<file path="src/hw/rtl/tbeq_pkg.sv">
// Shared widths, register indexes and operand types for the three-band equalizer.
// No dependencies; every module of the block imports this package.
package tbeq_pkg;

    // Sample and pole formats.
    localparam int SAMPLE_WIDTH   = 24;
    localparam int POLE_FRAC_BITS = 8;
    localparam int POLE_WIDTH     = SAMPLE_WIDTH + POLE_FRAC_BITS;
    localparam int STAGES         = 4;
    localparam int HIST_DEPTH     = 3;

    // Coefficient and gain formats.
    localparam int COEFF_WIDTH = 18;
    localparam int COEFF_FRAC  = 16;
    localparam int GAIN_WIDTH  = 16;
    localparam int GAIN_FRAC   = 12;

    // Shared multiplier operands: bands need two bits above the pole width.
    localparam int OPA_WIDTH  = POLE_WIDTH + 2;
    localparam int OPB_WIDTH  = COEFF_WIDTH + 1;
    localparam int PROD_WIDTH = OPA_WIDTH + OPB_WIDTH;

    // Configuration port.
    localparam int CFG_INDEX_WIDTH = 3;
    localparam int CFG_DATA_WIDTH  = COEFF_WIDTH;

    localparam logic [CFG_INDEX_WIDTH-1:0] REG_LOW_COEFF  = 3'd0;
    localparam logic [CFG_INDEX_WIDTH-1:0] REG_HIGH_COEFF = 3'd1;
    localparam logic [CFG_INDEX_WIDTH-1:0] REG_LOW_GAIN   = 3'd2;
    localparam logic [CFG_INDEX_WIDTH-1:0] REG_MID_GAIN   = 3'd3;
    localparam logic [CFG_INDEX_WIDTH-1:0] REG_HIGH_GAIN  = 3'd4;

    typedef logic signed [OPA_WIDTH-1:0]  opa_t;
    typedef logic signed [OPB_WIDTH-1:0]  opb_t;
    typedef logic signed [PROD_WIDTH-1:0] prod_t;

endpackage

</file>
<file path="src/hw/rtl/tbeq_mul.sv">
// Registered signed multiplier shared by the filter stages and the band gains.
// Depends on tbeq_pkg for the operand and product types.
module tbeq_mul
    import tbeq_pkg::*;
(
    input  logic  clk,
    input  logic  en,
    input  opa_t  opa,
    input  opb_t  opb,
    output prod_t prod
);

    prod_t prod_reg;

    // Product is captured only when the sequencer issues a multiply.
    always_ff @(posedge clk)
    begin
        if (en)
        begin
            prod_reg <= prod_t'(opa) * prod_t'(opb);
        end
    end

    assign prod = prod_reg;

endmodule

</file>
<file path="src/hw/rtl/three_band_equalizer_core.sv">
// Three-band equalizer core: sequencer, pole and history storage, configuration.
// Depends on tbeq_pkg and the shared multiplier tbeq_mul.
//
// Usage:
//   Input channel: in_valid / in_stall with sample_in. A transaction is taken
//   when in_valid is high and in_stall is low; in_stall is high while a sample
//   is being processed. Output channel: out_valid / out_stall with sample_out,
//   held in an output register until the receiver takes the transaction.
//   Configuration: cfg_valid / cfg_ready with cfg_index and cfg_data; cfg_ready
//   is always high. Write only while the core is idle. Unknown indexes are ignored.
//   Processing: each enabled cascade stage takes operand setup, multiply and
//   pole update on one shared multiplier; after both cascades the core forms
//   the bands, then does the three gain products and the final rounding. A
//   gated cascade is passed over in its setup step. A new sample is taken
//   only after the previous result has been written to the output register.
//   Reset: poles and sample history clear to zero, coefficients to zero and
//   gains to 1.0. If the receiver stalls, the finished result waits in the
//   output register; a following result waits in its last step until it is free.
module three_band_equalizer_core
    import tbeq_pkg::*;
(
    input  logic                              clk,
    input  logic                              rst_n,
    input  logic                              in_valid,
    output logic                              in_stall,
    input  logic signed [SAMPLE_WIDTH-1:0]    sample_in,
    output logic                              out_valid,
    input  logic                              out_stall,
    output logic signed [SAMPLE_WIDTH-1:0]    sample_out,
    input  logic                              cfg_valid,
    output logic                              cfg_ready,
    input  logic        [CFG_INDEX_WIDTH-1:0] cfg_index,
    input  logic        [CFG_DATA_WIDTH-1:0]  cfg_data
);

    localparam int STAGE_IDX_WIDTH = $clog2(STAGES);
    localparam int POLE_IDX_WIDTH  = STAGE_IDX_WIDTH + 1;

    // Sequencer states.
    localparam logic [3:0] ST_IDLE   = 4'd0;
    localparam logic [3:0] ST_SETUP  = 4'd1;
    localparam logic [3:0] ST_MUL    = 4'd2;
    localparam logic [3:0] ST_UPD    = 4'd3;
    localparam logic [3:0] ST_BANDS  = 4'd4;
    localparam logic [3:0] ST_GSETUP = 4'd5;
    localparam logic [3:0] ST_GMUL   = 4'd6;
    localparam logic [3:0] ST_GACC   = 4'd7;
    localparam logic [3:0] ST_FIN    = 4'd8;

    // Gain step selection.
    localparam logic [1:0] GSEL_LOW  = 2'd0;
    localparam logic [1:0] GSEL_MID  = 2'd1;
    localparam logic [1:0] GSEL_HIGH = 2'd2;

    localparam logic [STAGE_IDX_WIDTH-1:0] LAST_STAGE = STAGE_IDX_WIDTH'(STAGES - 1);

    // Rounding offsets; the pole-scale offset is zero when there are no extra bits.
    localparam prod_t ROUND_COEFF = prod_t'(1) <<< (COEFF_FRAC - 1);
    localparam prod_t ROUND_GAIN  = prod_t'(1) <<< (GAIN_FRAC - 1);
    localparam prod_t ROUND_POLE  = prod_t'((1 << POLE_FRAC_BITS) >> 1);

    localparam logic signed [POLE_WIDTH-1:0] POLE_MAX = {1'b0, {(POLE_WIDTH-1){1'b1}}};
    localparam logic signed [POLE_WIDTH-1:0] POLE_MIN = {1'b1, {(POLE_WIDTH-1){1'b0}}};
    localparam logic signed [SAMPLE_WIDTH-1:0] SAMPLE_MAX = {1'b0, {(SAMPLE_WIDTH-1){1'b1}}};
    localparam logic signed [SAMPLE_WIDTH-1:0] SAMPLE_MIN = {1'b1, {(SAMPLE_WIDTH-1){1'b0}}};

    // Saturate a product-width value to the pole width.
    function automatic logic signed [POLE_WIDTH-1:0] sat_pole(input prod_t v);
        logic [PROD_WIDTH-POLE_WIDTH:0] upper;
        upper = v[PROD_WIDTH-1:POLE_WIDTH-1];
        if ((&upper) || !(|upper))
            return v[POLE_WIDTH-1:0];
        else if (v[PROD_WIDTH-1])
            return POLE_MIN;
        else
            return POLE_MAX;
    endfunction

    // Saturate a product-width value to the sample width.
    function automatic logic signed [SAMPLE_WIDTH-1:0] sat_sample(input prod_t v);
        logic [PROD_WIDTH-SAMPLE_WIDTH:0] upper;
        upper = v[PROD_WIDTH-1:SAMPLE_WIDTH-1];
        if ((&upper) || !(|upper))
            return v[SAMPLE_WIDTH-1:0];
        else if (v[PROD_WIDTH-1])
            return SAMPLE_MIN;
        else
            return SAMPLE_MAX;
    endfunction

    // Configuration registers.
    logic        [COEFF_WIDTH-1:0] low_coeff_reg;
    logic        [COEFF_WIDTH-1:0] high_coeff_reg;
    logic signed [GAIN_WIDTH-1:0]  low_gain_reg;
    logic signed [GAIN_WIDTH-1:0]  mid_gain_reg;
    logic signed [GAIN_WIDTH-1:0]  high_gain_reg;

    // Control registers.
    logic [3:0]                 state_reg, state_next;
    logic [STAGE_IDX_WIDTH-1:0] stage_reg, stage_next;
    logic                       band_reg, band_next;
    logic [1:0]                 gsel_reg, gsel_next;
    logic                       out_valid_reg, out_valid_next;

    // Datapath registers.
    logic signed [SAMPLE_WIDTH-1:0] sample_reg, sample_next;
    logic signed [POLE_WIDTH-1:0]   x_reg, x_next;
    opa_t                           opa_reg, opa_next;
    opb_t                           opb_reg, opb_next;
    prod_t                          acc_reg, acc_next;
    opa_t                           lband_reg, lband_next;
    opa_t                           mband_reg, mband_next;
    opa_t                           hband_reg, hband_next;
    logic signed [SAMPLE_WIDTH-1:0] out_data_reg, out_data_next;
    logic signed [SAMPLE_WIDTH-1:0] hist_reg [HIST_DEPTH];
    logic signed [POLE_WIDTH-1:0]   poles_reg [2*STAGES];

    // Combinational datapath signals.
    logic                           hist_shift;
    logic                           pole_we;
    logic [POLE_IDX_WIDTH-1:0]      pole_idx;
    logic signed [POLE_WIDTH-1:0]   pole_cur;
    logic signed [POLE_WIDTH-1:0]   new_pole;
    logic signed [POLE_WIDTH-1:0]   x_start;
    logic signed [POLE_WIDTH-1:0]   x_in;
    logic signed [POLE_WIDTH-1:0]   d3;
    prod_t                          prod;
    prod_t                          stage_sum;
    prod_t                          gain_term;
    prod_t                          final_round;
    logic signed [SAMPLE_WIDTH-1:0] result;
    logic                           en_low;
    logic                           en_high;
    logic                           band_en;
    logic                           mul_en;
    opa_t                           band_l;
    opa_t                           band_h;

    tbeq_mul u_mul (
        .clk  (clk),
        .en   (mul_en),
        .opa  (opa_reg),
        .opb  (opb_reg),
        .prod (prod)
    );

    // Handshake outputs.
    assign in_stall   = (state_reg != ST_IDLE);
    assign out_valid  = out_valid_reg;
    assign sample_out = out_data_reg;
    assign cfg_ready  = 1'b1;

    // A cascade runs unless both its own gain and the mid gain are zero.
    assign en_low  = (low_gain_reg != '0) || (mid_gain_reg != '0);
    assign en_high = (high_gain_reg != '0) || (mid_gain_reg != '0);
    assign band_en = band_reg ? en_high : en_low;

    // Pole arithmetic for the current stage.
    assign pole_idx  = {band_reg, stage_reg};
    assign pole_cur  = poles_reg[pole_idx];
    assign stage_sum = prod_t'(pole_cur) + ((prod + ROUND_COEFF) >>> COEFF_FRAC);
    assign new_pole  = sat_pole(stage_sum);

    // Samples moved to pole scale.
    assign x_in    = POLE_WIDTH'(sample_in) <<< POLE_FRAC_BITS;
    assign x_start = POLE_WIDTH'(sample_reg) <<< POLE_FRAC_BITS;
    assign d3      = POLE_WIDTH'(hist_reg[HIST_DEPTH-1]) <<< POLE_FRAC_BITS;

    // Gain product rounding and final output rounding.
    assign gain_term   = (prod + ROUND_GAIN) >>> GAIN_FRAC;
    assign final_round = (acc_reg + ROUND_POLE) >>> POLE_FRAC_BITS;
    assign result      = sat_sample(final_round);

    // Band values from the last stage of each cascade.
    assign band_l = en_low ? opa_t'(poles_reg[STAGES-1]) : '0;
    assign band_h = en_high ? (opa_t'(d3) - opa_t'(poles_reg[2*STAGES-1])) : '0;

    assign mul_en = (state_reg == ST_MUL) || (state_reg == ST_GMUL);

    // Sequencer and next-value logic.
    always_comb
    begin
        state_next     = state_reg;
        stage_next     = stage_reg;
        band_next      = band_reg;
        gsel_next      = gsel_reg;
        sample_next    = sample_reg;
        x_next         = x_reg;
        opa_next       = opa_reg;
        opb_next       = opb_reg;
        acc_next       = acc_reg;
        lband_next     = lband_reg;
        mband_next     = mband_reg;
        hband_next     = hband_reg;
        out_data_next  = out_data_reg;
        out_valid_next = out_valid_reg && out_stall;
        hist_shift     = 1'b0;
        pole_we        = 1'b0;

        case (state_reg)
            ST_IDLE:
            begin
                if (in_valid)
                begin
                    sample_next = sample_in;
                    x_next      = x_in;
                    band_next   = 1'b0;
                    stage_next  = '0;
                    state_next  = ST_SETUP;
                end
            end
            ST_SETUP:
            begin
                if (!band_en)
                begin
                    if (!band_reg)
                    begin
                        band_next = 1'b1;
                        x_next    = x_start;
                    end
                    else
                    begin
                        state_next = ST_BANDS;
                    end
                end
                else
                begin
                    opa_next   = opa_t'(x_reg) - opa_t'(pole_cur);
                    opb_next   = band_reg ? opb_t'({1'b0, high_coeff_reg})
                                          : opb_t'({1'b0, low_coeff_reg});
                    state_next = ST_MUL;
                end
            end
            ST_MUL:
            begin
                state_next = ST_UPD;
            end
            ST_UPD:
            begin
                pole_we = 1'b1;
                x_next  = new_pole;
                if (stage_reg == LAST_STAGE)
                begin
                    stage_next = '0;
                    if (!band_reg)
                    begin
                        band_next  = 1'b1;
                        x_next     = x_start;
                        state_next = ST_SETUP;
                    end
                    else
                    begin
                        state_next = ST_BANDS;
                    end
                end
                else
                begin
                    stage_next = stage_reg + 1'b1;
                    state_next = ST_SETUP;
                end
            end
            ST_BANDS:
            begin
                lband_next = band_l;
                hband_next = band_h;
                mband_next = opa_t'(d3) - band_h - band_l;
                acc_next   = '0;
                gsel_next  = GSEL_LOW;
                state_next = ST_GSETUP;
            end
            ST_GSETUP:
            begin
                case (gsel_reg)
                    GSEL_LOW:
                    begin
                        opa_next = lband_reg;
                        opb_next = opb_t'(low_gain_reg);
                    end
                    GSEL_MID:
                    begin
                        opa_next = mband_reg;
                        opb_next = opb_t'(mid_gain_reg);
                    end
                    default:
                    begin
                        opa_next = hband_reg;
                        opb_next = opb_t'(high_gain_reg);
                    end
                endcase
                state_next = ST_GMUL;
            end
            ST_GMUL:
            begin
                state_next = ST_GACC;
            end
            ST_GACC:
            begin
                acc_next = acc_reg + gain_term;
                if (gsel_reg == GSEL_HIGH)
                begin
                    state_next = ST_FIN;
                end
                else
                begin
                    gsel_next  = gsel_reg + 1'b1;
                    state_next = ST_GSETUP;
                end
            end
            ST_FIN:
            begin
                // Wait here while an earlier result is still held by the receiver.
                if (!out_valid_reg || !out_stall)
                begin
                    out_valid_next = 1'b1;
                    out_data_next  = result;
                    hist_shift     = 1'b1;
                    state_next     = ST_IDLE;
                end
            end
            default:
            begin
                state_next = ST_IDLE;
            end
        endcase
    end

    // Control state and configuration registers.
    always_ff @(posedge clk or negedge rst_n)
    begin
        if (!rst_n)
        begin
            state_reg      <= ST_IDLE;
            stage_reg      <= '0;
            band_reg       <= 1'b0;
            gsel_reg       <= GSEL_LOW;
            out_valid_reg  <= 1'b0;
            low_coeff_reg  <= '0;
            high_coeff_reg <= '0;
            low_gain_reg   <= GAIN_WIDTH'(1 << GAIN_FRAC);
            mid_gain_reg   <= GAIN_WIDTH'(1 << GAIN_FRAC);
            high_gain_reg  <= GAIN_WIDTH'(1 << GAIN_FRAC);
        end
        else
        begin
            state_reg     <= state_next;
            stage_reg     <= stage_next;
            band_reg      <= band_next;
            gsel_reg      <= gsel_next;
            out_valid_reg <= out_valid_next;
            if (cfg_valid && cfg_ready)
            begin
                case (cfg_index)
                    REG_LOW_COEFF:  low_coeff_reg  <= cfg_data[COEFF_WIDTH-1:0];
                    REG_HIGH_COEFF: high_coeff_reg <= cfg_data[COEFF_WIDTH-1:0];
                    REG_LOW_GAIN:   low_gain_reg   <= cfg_data[GAIN_WIDTH-1:0];
                    REG_MID_GAIN:   mid_gain_reg   <= cfg_data[GAIN_WIDTH-1:0];
                    REG_HIGH_GAIN:  high_gain_reg  <= cfg_data[GAIN_WIDTH-1:0];
                    default:        ;
                endcase
            end
        end
    end

    // Filter state: poles and sample history clear at reset.
    always_ff @(posedge clk or negedge rst_n)
    begin
        if (!rst_n)
        begin
            for (int i = 0; i < 2*STAGES; i++)
            begin
                poles_reg[i] <= '0;
            end
            for (int i = 0; i < HIST_DEPTH; i++)
            begin
                hist_reg[i] <= '0;
            end
        end
        else
        begin
            if (pole_we)
            begin
                poles_reg[pole_idx] <= new_pole;
            end
            if (hist_shift)
            begin
                for (int i = HIST_DEPTH - 1; i > 0; i--)
                begin
                    hist_reg[i] <= hist_reg[i-1];
                end
                hist_reg[0] <= sample_reg;
            end
        end
    end

    // Datapath payload registers.
    always_ff @(posedge clk)
    begin
        sample_reg   <= sample_next;
        x_reg        <= x_next;
        opa_reg      <= opa_next;
        opb_reg      <= opb_next;
        acc_reg      <= acc_next;
        lband_reg    <= lband_next;
        mband_reg    <= mband_next;
        hband_reg    <= hband_next;
        out_data_reg <= out_data_next;
    end

    // A pole update always follows the multiply that produced its product.
    a_upd_after_mul: assert property (@(posedge clk) disable iff (!rst_n)
        (state_reg == ST_UPD) |-> ($past(state_reg) == ST_MUL))
        else $error("pole update without a preceding multiply");

    // The stage counter is nonzero only inside a cascade pass.
    a_stage_in_cascade: assert property (@(posedge clk) disable iff (!rst_n)
        (stage_reg != '0) |->
            ((state_reg == ST_SETUP) || (state_reg == ST_MUL) || (state_reg == ST_UPD)))
        else $error("stage counter left nonzero outside a cascade");

    // Finishing with a free output register publishes a result and returns to idle.
    a_fin_delivers: assert property (@(posedge clk) disable iff (!rst_n)
        ((state_reg == ST_FIN) && !(out_valid_reg && out_stall)) |=>
            (out_valid_reg && (state_reg == ST_IDLE)))
        else $error("finished sample not delivered");

    // An accepted sample starts the sequencer at its setup step.
    a_accept_only_idle: assert property (@(posedge clk) disable iff (!rst_n)
        (in_valid && !in_stall) |=> (state_reg == ST_SETUP))
        else $error("accepted transaction did not start the sequencer");

    // The gain step index never passes the high band.
    a_gsel_range: assert property (@(posedge clk) disable iff (!rst_n)
        (gsel_reg == GSEL_LOW) || (gsel_reg == GSEL_MID) || (gsel_reg == GSEL_HIGH))
        else $error("gain step index out of range");

endmodule
</file>
<file path="config.mk">
export PLATFORM = sky130hd
export DESIGN_NAME = three_band_equalizer_core
export DESIGN_NICKNAME = d
export VERILOG_FILES = /design/src/hw/rtl/tbeq_pkg.sv /design/src/hw/rtl/tbeq_mul.sv /design/src/hw/rtl/three_band_equalizer_core.sv
export SDC_FILE = /design/constraint.sdc
export NUM_CORES = 2
export LEC_CHECK = 0
export ABC_CLOCK_PERIOD_IN_PS = 8700
export BUFFER_PORTS_ARGS = -buffer_cell sky130_fd_sc_hd__buf_4
export CAP_MARGIN = 20
export CORE_ASPECT_RATIO = 1.4
export CORE_MARGIN = 3
export CORE_UTILIZATION = 30
export DETAILED_ROUTE_END_ITERATION = 7
export PLACE_DENSITY = 0.44
export SYNTH_ARGS = -nofsm -noshare
export SYNTH_HDL_FRONTEND = slang
export SYNTH_SLANG_ARGS = --single-unit
</file>
<file path="constraint.sdc">
create_clock -name clk -period 8.7 [get_ports clk]
set_input_delay 0.87 -clock clk [delete_from_list [all_inputs] [get_ports clk]]
set_output_delay 0.87 -clock clk [all_outputs]
set_load 0.01 [all_outputs]
</file>
==> results.sh <==
export IMPL_cts_tree="done"
export IMPL_io_buffer_count=75
export IMPL_grt_pass1_wl_mm=333.3
export IMPL_finalWirelength_mm=225.0
export IMPL_synth_flop_cell="dfrtp_1"
export IMPL_drive_gt1_share_pct=8.291
export IMPL_cts_made_buffers=85
export IMPL_synth_area_um2=63690
export IMPL_dieArea_um2=217900
export IMPL_syn_num_nets=7514
export IMPL_rows=199
export IMPL_grt_pass1_vias=50662
export IMPL_yosysSeqAreaShare_pct=32.00
export IMPL_yosysTopAreaCellShare_pct=20.49
export IMPL_ff2ff_path_depth=20
export IMPL_gp_congestion=0.8714
export IMPL_dpl_cell_count=9187
export IMPL_htree_num_levels=3
export IMPL_synth_edf_count=327
export IMPL_yosysWarnings=0
export IMPL_min_period_ps=7713
export IMPL_crit_type="reg2reg"
export IMPL_crit_arrival_ps=8280
export IMPL_vias=47616
export IMPL_die_w_um=395.4
export IMPL_synthCells=6481
export IMPL_yosys_area_top_type="fa_1"
export IMPL_worst_r2r_setup_slack_ps=990
export IMPL_cts_resized=0
export IMPL_cp_slowest_cell="o41ai_4"
export IMPL_die_h_um=551.2
export IMPL_hpwl_mm=175.1
export IMPL_clkSinkCount=749
export IMPL_nets=7497
export IMPL_synth_cell_types=106
export IMPL_cts_hold_fix_buffers=0
export IMPL_area_growth_pct=11.35
export IMPL_slew_headroom_pct=25.87
export IMPL_clkTransAtPathRegs_ps=70
export IMPL_synth_seq_cells=749
export IMPL_gr_usage_all_layers_pct=20.50
export IMPL_holdCritPathClass="in2async"
export IMPL_hold_viol=0
export IMPL_root_buffer="clkbuf_16"
export IMPL_num_io_pins=77
export IMPL_worst_slew_pin_slew_ps=1108
export IMPL_grt_remaining_overflow=0
export IMPL_rsz0062_at_grt="false"
export IMPL_drt_pass1_iter_count=6
export IMPL_slew_viol_final=0
export IMPL_grt_max_degree=158
export IMPL_worstPathMaxFanout=12
export IMPL_crit_required_ps=9260
export IMPL_fmax_mhz=129.6
export IMPL_drc=0
export IMPL_skew_ps=77.28
export IMPL_finalSetupViolCount=0
export IMPL_slowest_delay_ps=890
export IMPL_drt_iter0_drc=3026
export IMPL_postCtsSetupBuffers=0
export IMPL_ant_nets=0
export IMPL_insertion_delay_ps=720
export IMPL_clockBufferDepth=3
export IMPL_maxCapViolCount=0
export IMPL_async_flop_share_pct=56.34
export IMPL_setup_tns_ps=0
export IMPL_wl_per_cell_um=24.04
export IMPL_path_cells="ha_1 > nand3_1 > or3_1 > nor3_1 > nand3_1 > nor2_1 > xor2_1 > ha_1 > inv_1 > o21ai_0 > a21o_1 > nand2b_1 > a211oi_1 > nor2_1 > xnor2_1 > or4_4 > o41ai_4 > nand2_1 > a21oi_1 > a221o_1"
export IMPL_instances_no_fill=9356
export IMPL_synth_area_leaders="fa_1 20%, dfrtp_1 16%, edfxtp_1 15%"
export IMPL_final_cell_mix="891 x nand2_1, 738 x inv_1, 652 x fa_1, 418 x dfrtp_1, 329 x ha_1"
export IMPL_start_util_pct=30.24
export IMPL_synth_area_per_cell_um2=9.827
export IMPL_antenna_found_initial=7
export IMPL_cp_end_kind="register"
export IMPL_core_area_um2=210600
export IMPL_fin_crit_sh_pct=88.66
export IMPL_vias_per_cell=5.089
export IMPL_final_common_cell="nand2_1"
export IMPL_cp_start_kind="register"
export IMPL_largest_reg_flops=256
export IMPL_status="finished clean"
cell families (layout without fill, tap and decap cells):
group           count (synthesis)  after routing  synth area share [%]
xor+xnor                      307            307                 4.222
buf+inv                      1066           1122                 6.445
compound gates               1272           1272                 13.48
other cells                     1              6              0.005888
flops                         749            749                 32.00
fa+ha+maj                     983            983                 27.00
mux                           103            103                 1.786
simple gates                 2000           2000                 15.06
metal layers:
layer	track usage, %	part of all wire (%)
met1	23.12	38
met2	39.06	54
met3	1.897	3.0
met4	8.878	4.8
met5	0	0
worst max-delay path, delay by kind of cell (launching register included):
family	cells	cell delay, ps
AO/OA/AOI/OAI	6	2150
adder cells (fa/ha/maj)	2	700
AND/OR/NAND/NOR	9	3380
XOR/XNOR	2	660
flip-flops	1	500
buffers and inverters	1	150
path summary, 6_finish.rpt:
check                               startpoint                end
worst min register to register    hist_reg[70]       hist_reg[46]
worst min-delay path                     rst_n  low_coeff_reg[11]
max in group asynchronous                rst_n     poles_reg[182]
worst max-delay path            u_mul.prod[15]          x_reg[12]
worst max register to register  u_mul.prod[15]          x_reg[12]
min in group clk                 sample_in[18]     sample_reg[18]
final cells by class:
| class | count | area [µm²] |
|---|---|---|
| Tap cell | 2814 | 3521 |
| Multi-Input combinational cell | 4666 | 39340 |
| Timing Repair Buffer | 222 | 1839 |
| Sequential cell | 749 | 20380 |
| Fill cell | 21896 | 139700 |
| Clock buffer | 120 | 2452 |
| Clock inverter | 40 | 595.6 |
| Inverter | 740 | 2781 |
| Antenna cell | 5 | 12.51 |
synthesized netlist by cell type, drive strengths merged, types with 85 or more instances:
cell	number
a21o	114
a21oi	317
a22oi	158
and2	331
clkbuf	287
dfrtp	419
edfxtp	327
fa	652
ha	331
inv	740
mux2	85
nand2	900
nand3	92
nor2	312
o21ai	241
o22a	91
xnor2	174
xor2	133
stage by stage:
| step | setup slack (ps) | hold slack [ps] | area [µm²] | utilization (%) |
|---|---|---|---|---|
| after floorplan | 1836 | 438.6 | 63690 | - |
| after global placement | 764.6 | 448.5 | 67750 | 32.16 |
| after detailed placement | 760.2 | 448.4 | 67810 | 32.19 |
| after CTS | 663.1 | 143.1 | 70850 | 33.64 |
| after global routing | 579.5 | 182.4 | 70910 | 33.66 |
| final | 986.8 | 143.8 | 70920 | 33.67 |
Power is not shown: default switching activity piles up to over one toggle a cycle in this logic, so the estimate is an artifact.
